[src/rtl/sfd_pkg.sv]
// ----------------------------------------------------------------------------
// sfd_pkg
// Shared types and constants of the sensor frame deframer: frame layout,
// event codes, arithmetic constants and the reply frame builder.
// ----------------------------------------------------------------------------
package sfd_pkg;

    // Frame delimiters.
    localparam logic [7:0] HDR0 = 8'hA0;
    localparam logic [7:0] HDR1 = 8'h0A;

    // Result event codes.
    localparam logic [2:0] EV_OK    = 3'd0;
    localparam logic [2:0] EV_CHK   = 3'd1;
    localparam logic [2:0] EV_START = 3'd2;
    localparam logic [2:0] EV_OVF   = 3'd3;
    localparam logic [2:0] EV_REPLY = 3'd4;

    // Node types and the crash code that trips the latch.
    localparam logic [7:0] TYPE_CAR  = 8'd1;
    localparam logic [7:0] TYPE_GUN  = 8'd2;
    localparam logic [7:0] CRASH_SET = 8'd1;

    // Frame layout (byte positions within a frame).
    localparam int FRAME_BYTES = 17;
    localparam int POS_HDR0    = 0;
    localparam int POS_HDR1    = 1;
    localparam int POS_SUM_LO  = 2;
    localparam int POS_ID      = 3;
    localparam int POS_TYPE    = 4;
    localparam int POS_SPD_HI  = 6;
    localparam int POS_SPD_LO  = 7;
    localparam int POS_LT_HI   = 8;
    localparam int POS_LT_LO   = 9;
    localparam int POS_SUM_HI  = 13;
    localparam int POS_CHK     = 14;
    localparam int POS_TRL0    = 15;

    // Field widths.
    localparam int SPEED_W = 19;
    localparam int LIGHT_W = 13;
    localparam int THR_W   = 13;

    // Speed scale, and divide by ten as a reciprocal multiply (exact for 16 bits).
    localparam logic [2:0]  SPEED_MUL   = 3'd6;
    localparam logic [15:0] DIV10_MUL   = 16'hCCCD;
    localparam int          DIV10_SHIFT = 19;

    // Reply frame.
    localparam int         REPLY_IDX_W    = 5;
    localparam logic [4:0] REPLY_LAST     = 5'd16;
    localparam logic [7:0] REPLY_BASE_SUM = 8'd31;

    // Configuration port.
    localparam int            PADDR_W       = 3;
    localparam int            PDATA_W       = 32;
    localparam logic          REG_LIGHT_THR = 1'b0;
    localparam logic [12:0]   THR_RESET     = 13'd30;

    // Outcome of one accepted beat, from the parser to the output stage.
    typedef struct packed {
        logic                 valid;
        logic [2:0]           event_res;
        logic [7:0]           node_id;
        logic [7:0]           node_type;
        logic [SPEED_W-1:0]   speed_value;
        logic [LIGHT_W-1:0]   light_value;
        logic [7:0]           crash_code;
        logic [7:0]           crash_total;
        logic                 bright;
        logic                 reply;
    } frame_res_t;

    // Persistent node status used while a reply is sent.
    typedef struct packed {
        logic [7:0] crash_total;
        logic       bright;
    } node_stat_t;

    // Byte idx of the reply frame.
    function automatic logic [7:0] reply_byte_at(input logic [REPLY_IDX_W-1:0] idx,
                                                 input logic [7:0] crash,
                                                 input logic bright);
        logic [7:0] val;
        val = 8'd0;
        case (idx) inside
            5'd0, 5'd16:       val = HDR0;
            5'd1, 5'd15:       val = HDR1;
            5'd2, 5'd3, 5'd4:  val = 8'd0;
            5'd5:              val = 8'd1;
            5'd6:              val = 8'd2;
            5'd7:              val = 8'd3;
            5'd8:              val = 8'd4;
            5'd9:              val = 8'd5;
            5'd10:             val = crash;
            5'd11:             val = 8'd7;
            5'd12:             val = {7'd0, bright};
            5'd13:             val = 8'd9;
            5'd14:             val = REPLY_BASE_SUM + crash + {7'd0, bright};
            default:           val = 8'd0;
        endcase
        return val;
    endfunction

endpackage

[src/rtl/sfd_parse.sv]
// ----------------------------------------------------------------------------
// sfd_parse
// Frame parser: tracks the byte position, captures the frame fields as they
// arrive, checks header, trailer and checksum, and keeps the node status.
// ----------------------------------------------------------------------------
module sfd_parse
    import sfd_pkg::*;
#(
    parameter int STORE_LIMIT = 20
) (
    input  logic              aclk,
    input  logic              aresetn,
    input  logic              beat_en,
    input  logic [7:0]        rx_byte,
    input  logic [THR_W-1:0]  light_threshold,
    output frame_res_t        res,
    output node_stat_t        stat
);

    localparam int FILL_W = $clog2(STORE_LIMIT + 1);

    // Control state.
    logic [FILL_W-1:0] fill_reg, fill_next;
    logic              in_frame_reg, in_frame_next;
    logic [7:0]        sum_reg, sum_next;
    logic              crash_latch_reg, crash_latch_next;
    logic [7:0]        crash_count_reg, crash_count_next;
    logic              bright_reg, bright_next;

    // Captured frame bytes and precomputed fields.
    logic [7:0]         hdr0_reg;
    logic [7:0]         id_reg;
    logic [7:0]         type_reg;
    logic [7:0]         crash_code_reg;
    logic [SPEED_W-1:0] speed_reg;
    logic [7:0]         lt_hi_reg;
    logic [LIGHT_W-1:0] light_reg;
    logic [7:0]         chk_reg;
    logic [7:0]         trl0_reg;

    logic              wrap;
    logic [FILL_W-1:0] pos;
    logic [FILL_W-1:0] fill_cnt;
    logic              in_frame_base;
    logic [7:0]        sum_base;
    logic              sum_in_range;
    logic              chk_ok;
    logic [SPEED_W-1:0] speed_calc;
    logic [31:0]        light_prod;
    logic [LIGHT_W-1:0] light_calc;
    logic               bright_calc;

    // Position of this beat; a full store restarts at zero.
    assign wrap          = fill_reg >= FILL_W'(STORE_LIMIT);
    assign pos           = wrap ? '0 : fill_reg;
    assign in_frame_base = wrap ? 1'b0 : in_frame_reg;
    assign sum_base      = wrap ? 8'd0 : sum_reg;
    assign fill_cnt      = pos + FILL_W'(1);
    assign sum_in_range  = (pos >= FILL_W'(POS_SUM_LO)) && (pos <= FILL_W'(POS_SUM_HI));
    assign chk_ok        = sum_base == chk_reg;

    // Field arithmetic is done when the field's low byte arrives.
    assign speed_calc  = SPEED_W'({crash_code_reg, rx_byte}) * SPEED_W'(SPEED_MUL);
    assign light_prod  = 32'({lt_hi_reg, rx_byte}) * 32'(DIV10_MUL);
    assign light_calc  = light_prod[DIV10_SHIFT +: LIGHT_W];
    assign bright_calc = light_reg > light_threshold;

    // Next state and result of this beat.
    always_comb begin
        fill_next        = fill_cnt;
        in_frame_next    = in_frame_base;
        sum_next         = sum_in_range ? (sum_base + rx_byte) : sum_base;
        crash_latch_next = crash_latch_reg;
        crash_count_next = crash_count_reg;
        bright_next      = bright_reg;
        res              = '0;

        if (!in_frame_base) begin
            if (pos == FILL_W'(POS_HDR1)) begin
                if (hdr0_reg == HDR0 && rx_byte == HDR1) begin
                    in_frame_next = 1'b1;
                end else begin
                    fill_next     = '0;
                    in_frame_next = 1'b0;
                    sum_next      = 8'd0;
                    res.valid     = 1'b1;
                    res.event_res = EV_START;
                end
            end
        end else if (fill_cnt == FILL_W'(FRAME_BYTES) && trl0_reg == HDR1 &&
                     rx_byte == HDR0) begin
            // Complete frame.
            if (chk_ok) begin
                if (type_reg == TYPE_GUN) begin
                    bright_next = bright_calc;
                end else if (type_reg == TYPE_CAR && crash_code_reg == CRASH_SET &&
                             !crash_latch_reg) begin
                    crash_latch_next = 1'b1;
                    crash_count_next = crash_count_reg + 8'd1;
                end
            end
            fill_next       = '0;
            in_frame_next   = 1'b0;
            sum_next        = 8'd0;
            res.valid       = 1'b1;
            res.event_res   = chk_ok ? EV_OK : EV_CHK;
            res.node_id     = id_reg;
            res.node_type   = type_reg;
            res.speed_value = speed_reg;
            res.light_value = light_reg;
            res.crash_code  = crash_code_reg;
            res.reply       = type_reg != TYPE_GUN;
        end else if (fill_cnt >= FILL_W'(STORE_LIMIT)) begin
            fill_next     = '0;
            in_frame_next = 1'b0;
            sum_next      = 8'd0;
            res.valid     = 1'b1;
            res.event_res = EV_OVF;
        end

        res.valid       = res.valid & beat_en;
        res.crash_total = crash_count_next;
        res.bright      = bright_next;
    end

    // Control registers.
    always_ff @(posedge aclk) begin
        if (!aresetn) begin
            fill_reg        <= '0;
            in_frame_reg    <= 1'b0;
            sum_reg         <= 8'd0;
            crash_latch_reg <= 1'b0;
            crash_count_reg <= 8'd0;
            bright_reg      <= 1'b0;
        end else if (beat_en) begin
            fill_reg        <= fill_next;
            in_frame_reg    <= in_frame_next;
            sum_reg         <= sum_next;
            crash_latch_reg <= crash_latch_next;
            crash_count_reg <= crash_count_next;
            bright_reg      <= bright_next;
        end
    end

    // Byte capture by frame position.
    always_ff @(posedge aclk) begin
        if (beat_en) begin
            case (pos)
                FILL_W'(POS_HDR0):   hdr0_reg       <= rx_byte;
                FILL_W'(POS_ID):     id_reg         <= rx_byte;
                FILL_W'(POS_TYPE):   type_reg       <= rx_byte;
                FILL_W'(POS_SPD_HI): crash_code_reg <= rx_byte;
                FILL_W'(POS_SPD_LO): speed_reg      <= speed_calc;
                FILL_W'(POS_LT_HI):  lt_hi_reg      <= rx_byte;
                FILL_W'(POS_LT_LO):  light_reg      <= light_calc;
                FILL_W'(POS_CHK):    chk_reg        <= rx_byte;
                FILL_W'(POS_TRL0):   trl0_reg       <= rx_byte;
                default: ;
            endcase
        end
    end

    assign stat.crash_total = crash_count_reg;
    assign stat.bright      = bright_reg;

endmodule

[src/rtl/sensor_frame_deframer_top.sv]
// A result appears in the output register in the cycle after its byte is accepted.
// Throughput: one byte per cycle while the result side accepts; the parser handles every byte in a single pass.
// A frame that asks for a reply holds off input for the 17 reply beats that follow it.
// Reset: aresetn is synchronous and active low; it clears the parser, the node
// status, the result valid and the reply sequencer and sets the light threshold to 30.
// ----------------------------------------------------------------------------
// sensor_frame_deframer_top
// Byte stream deframer with an APB threshold register, a registered result
// channel and a reply sequencer that sends the 17-byte answer frame.
// ----------------------------------------------------------------------------
module sensor_frame_deframer_top
    import sfd_pkg::*;
#(
    parameter int STORE_LIMIT = 20
) (
    input  logic                aclk,
    input  logic                aresetn,
    // Configuration port.
    input  logic                psel,
    input  logic                penable,
    input  logic                pwrite,
    input  logic [PADDR_W-1:0]  paddr,
    input  logic [PDATA_W-1:0]  pwdata,
    output logic [PDATA_W-1:0]  prdata,
    output logic                pready,
    // Input channel.
    input  logic                s_valid,
    output logic                s_ready,
    input  logic [7:0]          s_rx_byte,
    // Result channel.
    output logic                m_valid,
    input  logic                m_ready,
    output logic [2:0]          m_event_res,
    output logic [7:0]          m_node_id,
    output logic [7:0]          m_node_type,
    output logic [SPEED_W-1:0]  m_speed_value,
    output logic [LIGHT_W-1:0]  m_light_value,
    output logic [7:0]          m_crash_code,
    output logic [7:0]          m_crash_total,
    output logic                m_bright_out,
    output logic [7:0]          m_reply_byte,
    output logic                m_last
);

    logic [THR_W-1:0]       thr_reg;
    logic                   reg_sel;
    logic                   out_free;
    logic                   beat_en;
    logic                   burst_reg;
    logic [REPLY_IDX_W-1:0] reply_idx_reg;
    logic                   m_valid_reg;
    frame_res_t             res;
    node_stat_t             stat;

    // Configuration register.
    assign reg_sel = paddr[PADDR_W-1:2] == REG_LIGHT_THR;
    assign pready  = 1'b1;
    assign prdata  = reg_sel ? PDATA_W'(thr_reg) : '0;

    always_ff @(posedge aclk) begin
        if (!aresetn) begin
            thr_reg <= THR_RESET;
        end else if (psel && penable && pwrite && reg_sel) begin
            thr_reg <= pwdata[THR_W-1:0];
        end
    end

    // Input is taken whenever the output register can be refilled and no reply is due.
    assign out_free = !m_valid_reg || m_ready;
    assign s_ready  = out_free && !burst_reg;
    assign beat_en  = s_valid && s_ready;

    sfd_parse #(
        .STORE_LIMIT (STORE_LIMIT)
    ) u_parse (
        .aclk            (aclk),
        .aresetn         (aresetn),
        .beat_en         (beat_en),
        .rx_byte         (s_rx_byte),
        .light_threshold (thr_reg),
        .res             (res),
        .stat            (stat)
    );

    // Output valid and reply sequencer.
    always_ff @(posedge aclk) begin
        if (!aresetn) begin
            m_valid_reg   <= 1'b0;
            burst_reg     <= 1'b0;
            reply_idx_reg <= '0;
        end else if (out_free) begin
            if (burst_reg) begin
                m_valid_reg   <= 1'b1;
                reply_idx_reg <= reply_idx_reg + REPLY_IDX_W'(1);
                if (reply_idx_reg == REPLY_LAST) begin
                    burst_reg <= 1'b0;
                end
            end else begin
                m_valid_reg   <= res.valid;
                burst_reg     <= res.valid && res.reply;
                reply_idx_reg <= '0;
            end
        end
    end

    // Output payload.
    always_ff @(posedge aclk) begin
        if (out_free) begin
            if (burst_reg) begin
                m_event_res   <= EV_REPLY;
                m_node_id     <= 8'd0;
                m_node_type   <= 8'd0;
                m_speed_value <= '0;
                m_light_value <= '0;
                m_crash_code  <= 8'd0;
                m_crash_total <= stat.crash_total;
                m_bright_out  <= stat.bright;
                m_reply_byte  <= reply_byte_at(reply_idx_reg, stat.crash_total, stat.bright);
                m_last        <= reply_idx_reg == REPLY_LAST;
            end else begin
                m_event_res   <= res.event_res;
                m_node_id     <= res.node_id;
                m_node_type   <= res.node_type;
                m_speed_value <= res.speed_value;
                m_light_value <= res.light_value;
                m_crash_code  <= res.crash_code;
                m_crash_total <= res.crash_total;
                m_bright_out  <= res.bright;
                m_reply_byte  <= 8'd0;
                m_last        <= !res.reply;
            end
        end
    end

    assign m_valid = m_valid_reg;

endmodule

[config.mk]
export PLATFORM = sky130hd
export DESIGN_NAME = sensor_frame_deframer_top
export DESIGN_NICKNAME = d
export VERILOG_FILES = /design/src/rtl/sfd_pkg.sv /design/src/rtl/sfd_parse.sv /design/src/rtl/sensor_frame_deframer_top.sv
export SDC_FILE = /design/constraint.sdc
export NUM_CORES = 1
export LEC_CHECK = 0
export BUFFER_PORTS_ARGS = -buffer_cell sky130_fd_sc_hd__buf_2
export CAP_MARGIN = 20
export CORE_UTILIZATION = 40
export CTS_CLUSTER_DIAMETER = 30
export DETAILED_ROUTE_END_ITERATION = 10
export PLACE_DENSITY = 0.61
export SLEW_MARGIN = 20
export SYNTH_ARGS = -nofsm -noshare
export SYNTH_HDL_FRONTEND = slang
export SYNTH_SLANG_ARGS = --single-unit
[constraint.sdc]
create_clock -name aclk -period 15.53 [get_ports aclk]
set_input_delay 2.3295 -clock aclk [delete_from_list [all_inputs] [get_ports aclk]]
set_output_delay 2.3295 -clock aclk [all_outputs]
set_load 0.02 [all_outputs]
==> impl_metrics.json, run 1 <==
{
  "status": "complete, no violations",
  "cts_hold_buffers": 0,
  "yosysMostFrequentCell": "inv_1",
  "final_layout_size_suffix_gt1_frac": 0.139,
  "cts_sinks": 207,
  "grt_pass1_vias": 9889,
  "cts_tree": "yes",
  "crit_slowest_cell": "fa_1",
  "rsz0062_at_grt": "false",
  "finalCritPeriodShare": 0.533,
  "wl_per_cell_um": 16.6,
  "synth-seq-cells": 207,
  "synth_area_leaders": "edfxtp_1, ha_1, fa_1",
  "p_leak_uw": 0.00805,
  "die_h_um": 194,
  "setup_tns_ns": 0,
  "synth.distinct_cells": 71,
  "num_io_pins": 162,
  "pwr-share-seq": 0.289,
  "worstSetupPathType": "primary input to register",
  "synthSimpleGateAreaFrac": 0.129,
  "grt_usage": 0.179,
  "insertion_delay_ns": 0.54,
  "grt-ovfl-total": 0,
  "synth_common_cells": "inv_1, ha_1, edfxtp_1",
  "max_stage_delay_ns": 0.55,
  "combPwrFrac": 0.277,
  "power_density_mw_per_mm2": 125,
  "fp.coreArea_mm2": 0.0365,
  "drt.antenna.violating_nets": 0,
  "relSlewSlack": 0.265,
  "ctsResizeCount": 0,
  "synth_seq_area_share": 0.390,
  "area_growth_pct": 16.9,
  "drt_iter0_drc": 474,
  "p_total_uw": 2170,
  "p_int_uw": 1470,
  "yosys.area.top_type": "edfxtp_1",
  "critPathLaunchType": "primary input",
  "numPortBuffers": 119,
  "finalHoldViolations": 0,
  "dieArea_mm2": 0.0378,
  "clock_skew_ns": 0.0188,
  "avgSynthCellArea_um2": 10.6,
  "synth_top_area_share": 0.331,
  "fin_ws_ns": 7.25,
  "finalCriticalPeriod_ns": 8.28,
  "grt_max_degree": 80,
  "synth_cells": 1392,
  "tightestPinTransition_ns": 1.10,
  "htreeDepth": 2,
  "vdd_drop_max_mv": 0.0790,
  "drt-total-wl_um": 33600,
  "place_hpwl_um": 25400,
  "dp_slack_ns": 6.77,
  "cp_max_fo": 16,
  "synth_top_family_by_area": "adder cells",
  "hold_class": "register to register",
  "instances_no_fill": 2024,
  "numPlacedInstances": 1943,
  "postCtsSetupBuffers": 0,
  "cp.required_ns": 15.87,
  "firstDrtPassIters": 4,
  "syn-cell-area_mm2": 0.0148,
  "path_cells": "buf_2, inv_1, ha_1, inv_1, fa_1, inv_1, fa_1, fa_1, fa_1, inv_1, fa_1, inv_1, ha_1, nand3_1, o211ai_1, a2111oi_0, a31o_1, a221o_1, a21oi_1, or2_1, a311oi_1",
  "synth-edff-count": 163,
  "synth_compound_area_frac": 0.0901,
  "nets": 1842,
  "grt_pass1_wl_um": 52900,
  "fp-row-count": 70,
  "muxShareOfSynthArea": 0.00482,
  "gp_congestion": 0.926,
  "finalSetupViolCount": 0,
  "seq_area_mm2": 0.00578,
  "worstPathBufferInverterCount": 6,
  "antenna_cells": 0,
  "final.fill_count": 3368,
  "max_freq_mhz": 121,
  "drc_errors": 0,
  "crit_path_end_kind": "register",
  "start_util": 0.405,
  "viasPerCell": 5.03,
  "antenna_found_initial": 1,
  "synth_ff_type": "edfxtp_1",
  "synth-xor-area-share": 0.0308,
  "clockRootBuffer": "clkbuf_16",
  "vias": 10200,
  "critPathArrivalTime_ns": 8.62,
  "drv_cap": 0,
  "chipWidth_um": 194,
  "clkPwrFrac": 0.434,
  "synthArstFlopShare": 0,
  "clk_pin_slew_ns": 0.05,
  "multi_input_area_mm2": 0.00791,
  "synthAdderAreaFrac": 0.273,
  "synth_warnings": 0,
  "maxSlewViolCount": 0,
  "p_switching_uw": 698,
  "cts_buffer_depth": 3,
  "critical_path.top_delay_family": "adder cells",
  "cts_inserted_buffers": 44,
  "switching_share": 0.322
}
worst register-to-register path, stage by stage, from the launching register on:
cell	delay (ns)
edfxtp_1	0.53
ha_1	0.40
inv_1	0.11
fa_1	0.54
inv_1	0.05
fa_1	0.52
inv_1	0.05
fa_1	0.54
inv_1	0.06
fa_1	0.57
inv_1	0.07
fa_1	0.53
inv_1	0.05
ha_1	0.37
and3_1	0.21
o2111ai_1	0.12
a31o_1	0.28
a221o_1	0.43
a21oi_1	0.23
nor3_1	0.10
a311oi_1	0.27
through the flow:
| step | hold slack [ns] | area (µm²) | utilization |
|---|---|---|---|
| 3_5_place_dp | 0.456 | 15800 | 0.432 |
| 4_1_cts | 0.465 | 17300 | 0.474 |
| 3_3_place_gp | 0.453 | 15800 | 0.432 |
| 2_1_floorplan | 0.432 | 14900 | - |
| 5_1_grt | 0.483 | 17300 | 0.474 |
| 6_report | 0.460 | 17300 | 0.474 |
cells by family after synthesis:
logic type,count (synthesis)
flip-flops,207
XOR/XNOR,52
multiplexers,7
other,2
AO/OA/AOI/OAI,201
AND/OR/NAND/NOR,356
buffers and inverters,295
adder cells (fa/ha/maj),272
per-layer routing:
layer / vias to the layer above / track usage / share of wire / wire length [µm]
li1: 4990 / - / - / -
met1: 4906 / 0.246 / 0.47 / 15700
met2: 234 / 0.291 / 0.47 / 15700
met3: 51 / 0.0260 / 0.042 / 1420
met4: 2 / 0.0561 / 0.023 / 775
met5: - / 0 / 0.00039 / 13
final timing paths:
| kind | startpoint | to | slack [ns] | cells after the start |
|---|---|---|---|---|
| max | s_rx_byte[6] | u_parse.light_reg[12] | 7.25 | 21 |
| min | thr_reg[12] | thr_reg[12] | 0.46 | 2 |
| max reg2reg | u_parse.lt_hi_reg[0] | u_parse.light_reg[12] | 9.31 | 20 |
| min reg2reg | thr_reg[12] | thr_reg[12] | 0.46 | 2 |
power groups by stage:
stage	clock network [µW]	logic (µW)	registers, µW
6_report	941	601	626
5_1_grt	983	689	626
4_1_cts	958	610	626
3_5_place_dp	0	603	636
3_3_place_gp	0	595	636
2_1_floorplan	0	445	642
cell type report:
cell class,instances,share of cell area
Clock buffer,46,0.0646
Inverter,235,0.0510
Multi-Input combinational cell,909,0.457
Clock inverter,35,0.0236
Tap cell,468,0.0338
Timing Repair Buffer,124,0.0366
Sequential cell,207,0.334
layout by cell type (no fill, tap or decap), drive strengths merged, types with 8 or more instances in the layout:
cell      n
a21boi   21
a21o     11
a21oi    43
a31oi    12
and2     65
and3     16
buf     124
clkbuf   46
clkinv   15
conb     21
dfxtp    44
edfxtp  163
fa       86
ha      185
inv     247
nand2    80
nand3    27
nand4    11
nor2     56
nor2b    20
nor3     32
nor3b     8
nor4     10
o211ai   10
o21a     15
o21ai    39
xnor2    31
xor2     21
No activity file was read; power rests on OpenSTA's default activity.
==> inputs of run 2 (changes only) <==
--- a/config.mk
+++ b/config.mk
@@ -10,7 +10,7 @@
 export CORE_UTILIZATION = 40
 export CTS_CLUSTER_DIAMETER = 30
 export DETAILED_ROUTE_END_ITERATION = 10
-export PLACE_DENSITY = 0.61
+export PLACE_DENSITY = 0.63
 export SLEW_MARGIN = 20
 export SYNTH_ARGS = -nofsm -noshare
 export SYNTH_HDL_FRONTEND = slang
==> constraint.sdc (replaced) <==
create_clock -name aclk -period 7.3 [get_ports aclk]
set_input_delay 1.095 -clock aclk [delete_from_list [all_inputs] [get_ports aclk]]
set_output_delay 1.095 -clock aclk [all_outputs]
set_load 0.02 [all_outputs]
==> impl_metrics.json, run 2 (synthesis gave the netlist of run 1 again) <==
{
  "status": "complete, no violations",
  "final_layout_size_suffix_gt1_frac": 0.152,
  "cts_tree": "yes",
  "cts_inserted_buffers": 52,
  "vdd_drop_max_mv": 0.175,
  "p_leak_uw": 0.00824,
  "maxSlewViolCount": 0,
  "grt_max_degree": 57,
  "start_util": 0.405,
  "worstSetupPathType": "primary input to register",
  "grt_pass1_vias": 10500,
  "dieArea_mm2": 0.0378,
  "hold_path_depth": 2,
  "chipWidth_um": 194,
  "drt_iter0_drc": 457,
  "clk_pin_slew_ns": 0.05,
  "vias": 10400,
  "firstDrtPassIters": 5,
  "met1_usage": 0.253,
  "cp.required_ns": 7.66,
  "drt-total-wl_um": 34800,
  "nets": 1866,
  "critPathLaunchType": "primary input",
  "reg2reg_depth": 20,
  "finalCritPeriodShare": 0.878,
  "hold_end": "thr_reg[12]",
  "postCtsSetupBuffers": 0,
  "final.fill_count": 3334,
  "drc_errors": 0,
  "whs_ns": 0.469,
  "drv_cap": 0,
  "finalCriticalPeriod_ns": 6.41,
  "dp_slack_ns": 0.383,
  "cts_sinks": 207,
  "area_growth_pct": 19.7,
  "min_from": "thr_reg[12]",
  "crit_slowest_cell": "fa_1",
  "numPlacedInstances": 1959,
  "path_cells": "buf_2, ha_1, inv_1, fa_1, inv_1, fa_1, fa_1, fa_1, inv_1, fa_1, inv_1, ha_1, nand3_1, o211ai_1, a2111oi_0, a31o_1, a221o_1, a21oi_1, or2_1, a311oi_1",
  "cts_hold_buffers": 0,
  "fp.coreArea_mm2": 0.0365,
  "numPortBuffers": 119,
  "r2r_start": "u_parse.lt_hi_reg[0]",
  "fp-row-count": 70,
  "setup_tns_ns": 0,
  "hold_class": "register to register",
  "cp_max_fo": 8,
  "reg2reg_slack_ns": 1.15,
  "grt_usage": 0.189,
  "place_hpwl_um": 26600,
  "final_cell_mix": "inv_1, ha_1, edfxtp_1, buf_2, fa_1",
  "grt_pass1_wl_um": 55600,
  "clock_skew_ns": 0.0153,
  "critical_path.top_delay_family": "adder cells",
  "viasPerCell": 5.05,
  "max_freq_mhz": 156,
  "multi_input_area_mm2": 0.00791,
  "tightestPinTransition_ns": 0.846,
  "crit_top_cell": "fa_1",
  "fin_ws_ns": 0.893,
  "htreeDepth": 2,
  "antenna_found_initial": 2,
  "power_density_mw_per_mm2": 279,
  "cts_buffer_depth": 3,
  "critPathArrivalTime_ns": 6.77,
  "rsz0062_at_grt": "false",
  "max_stage_delay_ns": 0.56,
  "drt.antenna.violating_nets": 0,
  "num_io_pins": 162,
  "seq_area_mm2": 0.00578,
  "wl_per_cell_um": 16.9,
  "die_h_um": 194,
  "postPlaceCellArea_mm2": 0.0159,
  "relSlewSlack": 0.428,
  "crit_path_end_kind": "register",
  "instances_no_fill": 2058,
  "use_met3": 0.0364,
  "grt-busiest-layer": "met2",
  "insertion_delay_ns": 0.55,
  "finalSetupViolCount": 0,
  "met2_usage": 0.305,
  "finalHoldViolations": 0,
  "ctsResizeCount": 0,
  "gp_congestion": 0.876,
  "r2r_end": "u_parse.light_reg[12]",
  "grt-ovfl-total": 0,
  "fin_area_mm2": 0.0177,
  "layout_commonest_cell": "inv_1",
  "worstPathBufferInverterCount": 5,
  "clockRootBuffer": "clkbuf_16"
}
-- run 2: per-stage QoR --
stage               utilization  power [µW]
CTS                       0.485        5000
detailed placement        0.435        2640
global route              0.485        5240
global placement          0.435        2610
finish                    0.485        4940
floorplan                     -        2310
-- run 2: worst max path at each step --
| stage | slack, ns | cells after the start | end | start |
|---|---|---|---|---|
| after floorplan | 1.06 | 20 | u_parse.light_reg[12] | s_rx_byte[2] |
| after global placement | 0.42 | 19 | u_parse.light_reg[12] | s_rx_byte[1] |
| after detailed placement | 0.38 | 20 | u_parse.light_reg[12] | s_rx_byte[1] |
| after CTS | 0.93 | 19 | u_parse.light_reg[12] | s_rx_byte[1] |
| after global routing | 0.53 | 19 | u_parse.light_reg[12] | s_rx_byte[1] |
| final | 0.89 | 20 | u_parse.light_reg[12] | s_rx_byte[1] |
-- run 2: metal layers --
layer	up-vias	share of wire
met4	2	0.024
met2	247	0.47
met5	-	0.00037
met3	62	0.048
li1	5041	-
met1	5050	0.46
-- run 2: tightest hold or removal path, delay by kind of cell, from the launching register on --
| family | cells | cell delay [ns] |
|---|---|---|
| flops | 1 | 0.30 |
| compound gates | 1 | 0.07 |
| simple gates | 1 | 0.05 |
-- run 2: layout make-up --
cell class / instances / area share
timing repair buffer: 140 / 0.0425
tap: 468 / 0.0330
inverter: 235 / 0.0498
antenna: 2 / 0.000282
sequential: 207 / 0.326
multi-input combinational: 909 / 0.446
clock inverter: 38 / 0.0259
clock buffer: 59 / 0.0760
-- run 2: power breakdown --
group | switching (µW) | internal, µW | total (µW)
clock network | 718 | 1610 | 2330
registers | 10.5 | 1320 | 1330
logic | 767 | 516 | 1280
total | 1490 | 3450 | 4940
